### src/sv/prgb_sqrt.sv
// prgb_sqrt: iterative floor square root, one result bit per cycle
// depends on nothing but its ports
module prgb_sqrt (
    input  logic        aclk,
    input  logic        aresetn,
    input  logic        start,
    input  logic [21:0] value,
    output logic        done,
    output logic [10:0] root
);
    logic [21:0] rem_reg, rem_next;
    logic [21:0] res_reg, res_next;
    logic [21:0] bit_reg, bit_next;
    logic        busy_reg, busy_next;
    logic [21:0] trial;

    // restoring square root, one result bit per cycle
    always_comb begin
        trial     = res_reg + bit_reg;
        rem_next  = rem_reg;
        res_next  = res_reg;
        bit_next  = bit_reg;
        busy_next = busy_reg;
        if (start) begin
            rem_next  = value;
            res_next  = '0;
            bit_next  = 22'h100000;
            busy_next = 1'b1;
        end else if (busy_reg) begin
            if (rem_reg >= trial) begin
                rem_next = rem_reg - trial;
                res_next = (res_reg >> 1) + bit_reg;
            end else begin
                res_next = res_reg >> 1;
            end
            bit_next = bit_reg >> 2;
            if (bit_reg == 22'd1) busy_next = 1'b0;
        end
    end

    always_ff @(posedge aclk) begin
        rem_reg <= rem_next;
        res_reg <= res_next;
        bit_reg <= bit_next;
        if (!aresetn) busy_reg <= 1'b0;
        else          busy_reg <= busy_next;
    end

    assign done = busy_reg && (bit_reg == 22'd1);
    assign root = res_next[10:0];
endmodule

### config.mk
export PLATFORM = sky130hd
export DESIGN_NAME = prgb_sqrt
export DESIGN_NICKNAME = d
export VERILOG_FILES = /design/src/sv/prgb_sqrt.sv
export SDC_FILE = /design/constraint.sdc
export NUM_CORES = 1
export LEC_CHECK = 0
export ABC_AREA = 1
export BUFFER_PORTS_ARGS = -buffer_cell sky130_fd_sc_hd__buf_2
export CORE_ASPECT_RATIO = 1.25
export CORE_MARGIN = 8
export CORE_UTILIZATION = 65
export CTS_CLUSTER_SIZE = 8
export DETAILED_ROUTE_END_ITERATION = 10
export PLACE_DENSITY = 0.93
export SYNTH_ARGS = -nofsm -noshare
export SYNTH_HDL_FRONTEND = slang
export SYNTH_SLANG_ARGS = --single-unit
### constraint.sdc
create_clock -name aclk -period 5.7 [get_ports aclk]
set_clock_uncertainty 0.2 [all_clocks]
set_input_delay 0 -clock aclk [delete_from_list [all_inputs] [get_ports aclk]]
set_output_delay 0 -clock aclk [all_outputs]
set_load 0.05 [all_outputs]
==> impl_metrics.yaml <==
job:
  drv_cap: 0
sta:
  relSlewSlack_pct: 39.84
  fmax_ghz: 0.2192
  slew_violations: 0
  tightest_slew_ns: 0.9023
  layout_min_cycle_time_ns: 4.561
  post-route-period-util_pct: 80.02
  setup_viol: 0
  setup_ws_ns: 1.139
  finalSetupTns_ns: 0
  rsz0062_at_grt: "false"
  hold_viol_final: 0
pwr:
  total_power_mw: 2.448
  peakVddDrop_mv: 0.2062
  p_leak_nw: 2.839
  powerDensity_mw_per_mm2: 402.9
clocking:
  cts_tree: "yes"
  worstSkewPairLatency_ns: 0.34
  cts_sinks: 56
  post_cts_buffers: 0
  numCtsBuffers: 5
  root_buffer: "clkbuf_8"
  clk_pin_slew_ns: 0.12
  htree_num_levels: 2
  cts_max_path_buffers: 2
placed_design:
  place_area_mm2: 0.005751
  routabilityCongestion: 0.9622
  portBuffers: 36
  pre_cts_ws_ns: 1.466
  post-dp-hpwl_mm: 12.04
synth:
  synth_compound_area_share_pct: 14.05
  synth_top_area_share_pct: 17.58
  netlist_top_cells_count: "259 x nand2_1, 99 x nor2_1, 89 x inv_1, 71 x nand3_1, 52 x a21oi_1"
  synth_top_cell_by_area: "nand2_1"
  ys_seq_area_share_pct: 24.26
  syn_avg_cell_area_um2: 6.333
  synth.area.mux_share_pct: 0
  yosysMostFrequentCell: "nand2_1"
  synth_xor_xnor_area_share_pct: 4.911
  synthAdderAreaFrac_pct: 10.77
  ys_types: 45
  mappedNetlistArea_mm2: 0.005529
  synth_seq_cells: 56
  syn_inst: 873
  yosys_warnings: 0
  synth-simple-area-share_pct: 37.84
  synth_top_family_by_area: "simple AND/OR/NAND/NOR gates"
  synth_ff_type: "dfxtp_1"
  synth-edff-count: 22
  synth_area_leaders: "nand2_1 18%, dfxtp_1 12%, edfxtp_1 12%"
  synth_nets: 945
  synth-async-reset-ratio_pct: 0
setup_path:
  worstPathRequired_ns: 5.50
  path_class: "register to primary output"
  worstSetupEndpointType: "primary output"
  r2r_start: "res_reg[8]"
  worstPathMaxFanout: 32
  cp-startpoint: "res_reg[8]"
  endpoint: "root[7]"
  r2r_cells: 20
  r2r_end: "rem_reg[4]"
  ff2ff_setup_slack_ns: 1.36
  cp-start-kind: "register"
  arrival_ns: 4.36
finish:
  multi_input_area_mm2: 0.003736
  final_nets: 994
  area_delta_synth_final_pct: 9.867
  n_fill_cell: 706
  drive_gt1_share_pct: 7.801
  regArea_mm2: 0.001341
  design_area_mm2: 0.006075
  n_antenna_cell: 0
floorplan:
  fp-row-count: 37
  pin_count: 37
  initial_core_util_pct: 67.10
  die_h_um: 119.1
  die_area_mm2: 0.01173
  die_w_um: 98.49
  coreArea_mm2: 0.008240
drt:
  drtPass1Iterations: 5
  wl_mm: 15.77
  route.vias.total: 5956
  antenna_left: 0
  drc: 0
  drt_iter0_drc: 357
  routed_via_density: 5.839
  routedWlPerCell_um: 15.46
global_route:
  grt.overflow.total: 0
  grt_pass1_vias: 5953
  grt_use_total_pct: 27.20
  antenna_found_initial: 0
  grt_max_degree: 46
  grt_pass1_wl_mm: 26.35
hold_path:
  hold_path.class: "input port to register"
outcome:
  run_status: "finished, final reports clean"
## per-layer routing
layer  wire, um  part of all wire (%)  global-route usage (%)  up-vias
met5          0                     0                       0        -
met2       7702                    49                   48.59      241
met3        969                   6.1                   3.089       61
met1       6170                    39                   29.25     2662
met4        929                   5.9                   19.15        0
li1           -                     -                       -     2992
## how the worst min path moves through the flow
stage	start	end	depth (start not counted)
after floorplan	aresetn	busy_reg	1
after global placement	aresetn	busy_reg	2
after detailed placement	aresetn	busy_reg	2
after CTS	start	res_reg[21]	2
after global routing	start	res_reg[21]	2
final	start	res_reg[21]	2
## cell families after synthesis
group,Yosys count
simple gates,487
compound gates,139
fa+ha+maj,47
buf+inv,113
xor+xnor,31
flops,56
## cells in the final DEF, fill, tap and decap left out, types with 2 or more instances in the layout
cell and count:
or2_2 3, o21ai_0 46, xnor2_1 11, a211oi_1 2, buf_4 3, nand4_1 16, edfxtp_1 22, or2_1 2
nand3b_1 4, o21ai_1 7, o21bai_1 7, a21o_1 4, o211ai_1 3, ha_1 46, inv_1 89, clkbuf_8 5
a21boi_0 3, buf_2 36, and2_1 5, o21a_1 3, inv_2 3, nand3_1 71, a21oi_1 52, nor3_1 10
nor2_1 99, nand2_4 3, dlygate4sd3_1 23, inv_6 2, xor2_1 20, nand2_2 8, dfxtp_1 34, a31oi_1 7
nand2_1 259, nor2_2 3
## report_power, final
part | leakage, nW | total (mW) | internal (mW) | switching [mW]
Sequential | 0.500 | 0.638 | 0.542 | 0.0955
Combinational | 2.29 | 1.56 | 0.547 | 1.02
Clock | 0.0452 | 0.246 | 0.0902 | 0.156
## per-stage QoR
stage	instances	hold WS (ns)	util, %
2_1_floorplan	873	-0.04619	-
3_3_place_gp	989	0.05728	69.78
3_5_place_dp	989	0.06264	69.78
4_1_cts	1020	0.09661	73.72
5_1_grt	1020	0.1543	73.72
6_report	1020	0.1082	73.72
## final cells by class
class                      instances  area share, %
clock buffer                       5          1.133
clock inverter                     3         0.4119
inverter                          93          5.747
multi-input combinational        704          61.50
sequential                        56          22.08
tap                               97          1.998
timing repair buffer              62          7.127
## critical path: stages, from the launching register on
cell and delay, ns:
dfxtp_1 0.40, ha_1 0.39, nand2_1 0.11, o21ai_0 0.25
inv_1 0.11, o21bai_1 0.13, a21oi_1 0.08, nor2_1 0.19
nor2_1 0.07, xor2_1 0.16, ha_1 0.40, a21oi_1 0.24
nand2_1 0.13, nand2_1 0.07, nand2_1 0.07, nor2_4 0.24
nand2_4 0.27, nand2_1 0.13, nand2_1 0.05, nand3_1 0.07
and2_1 0.16, buf_2 0.28
## what timing repair did
action	CTS	global route
hold buffers	23	0
hold endpoints to repair	23	0
resized for setup	0	0
No activity file was read; power rests on OpenSTA's default activity.
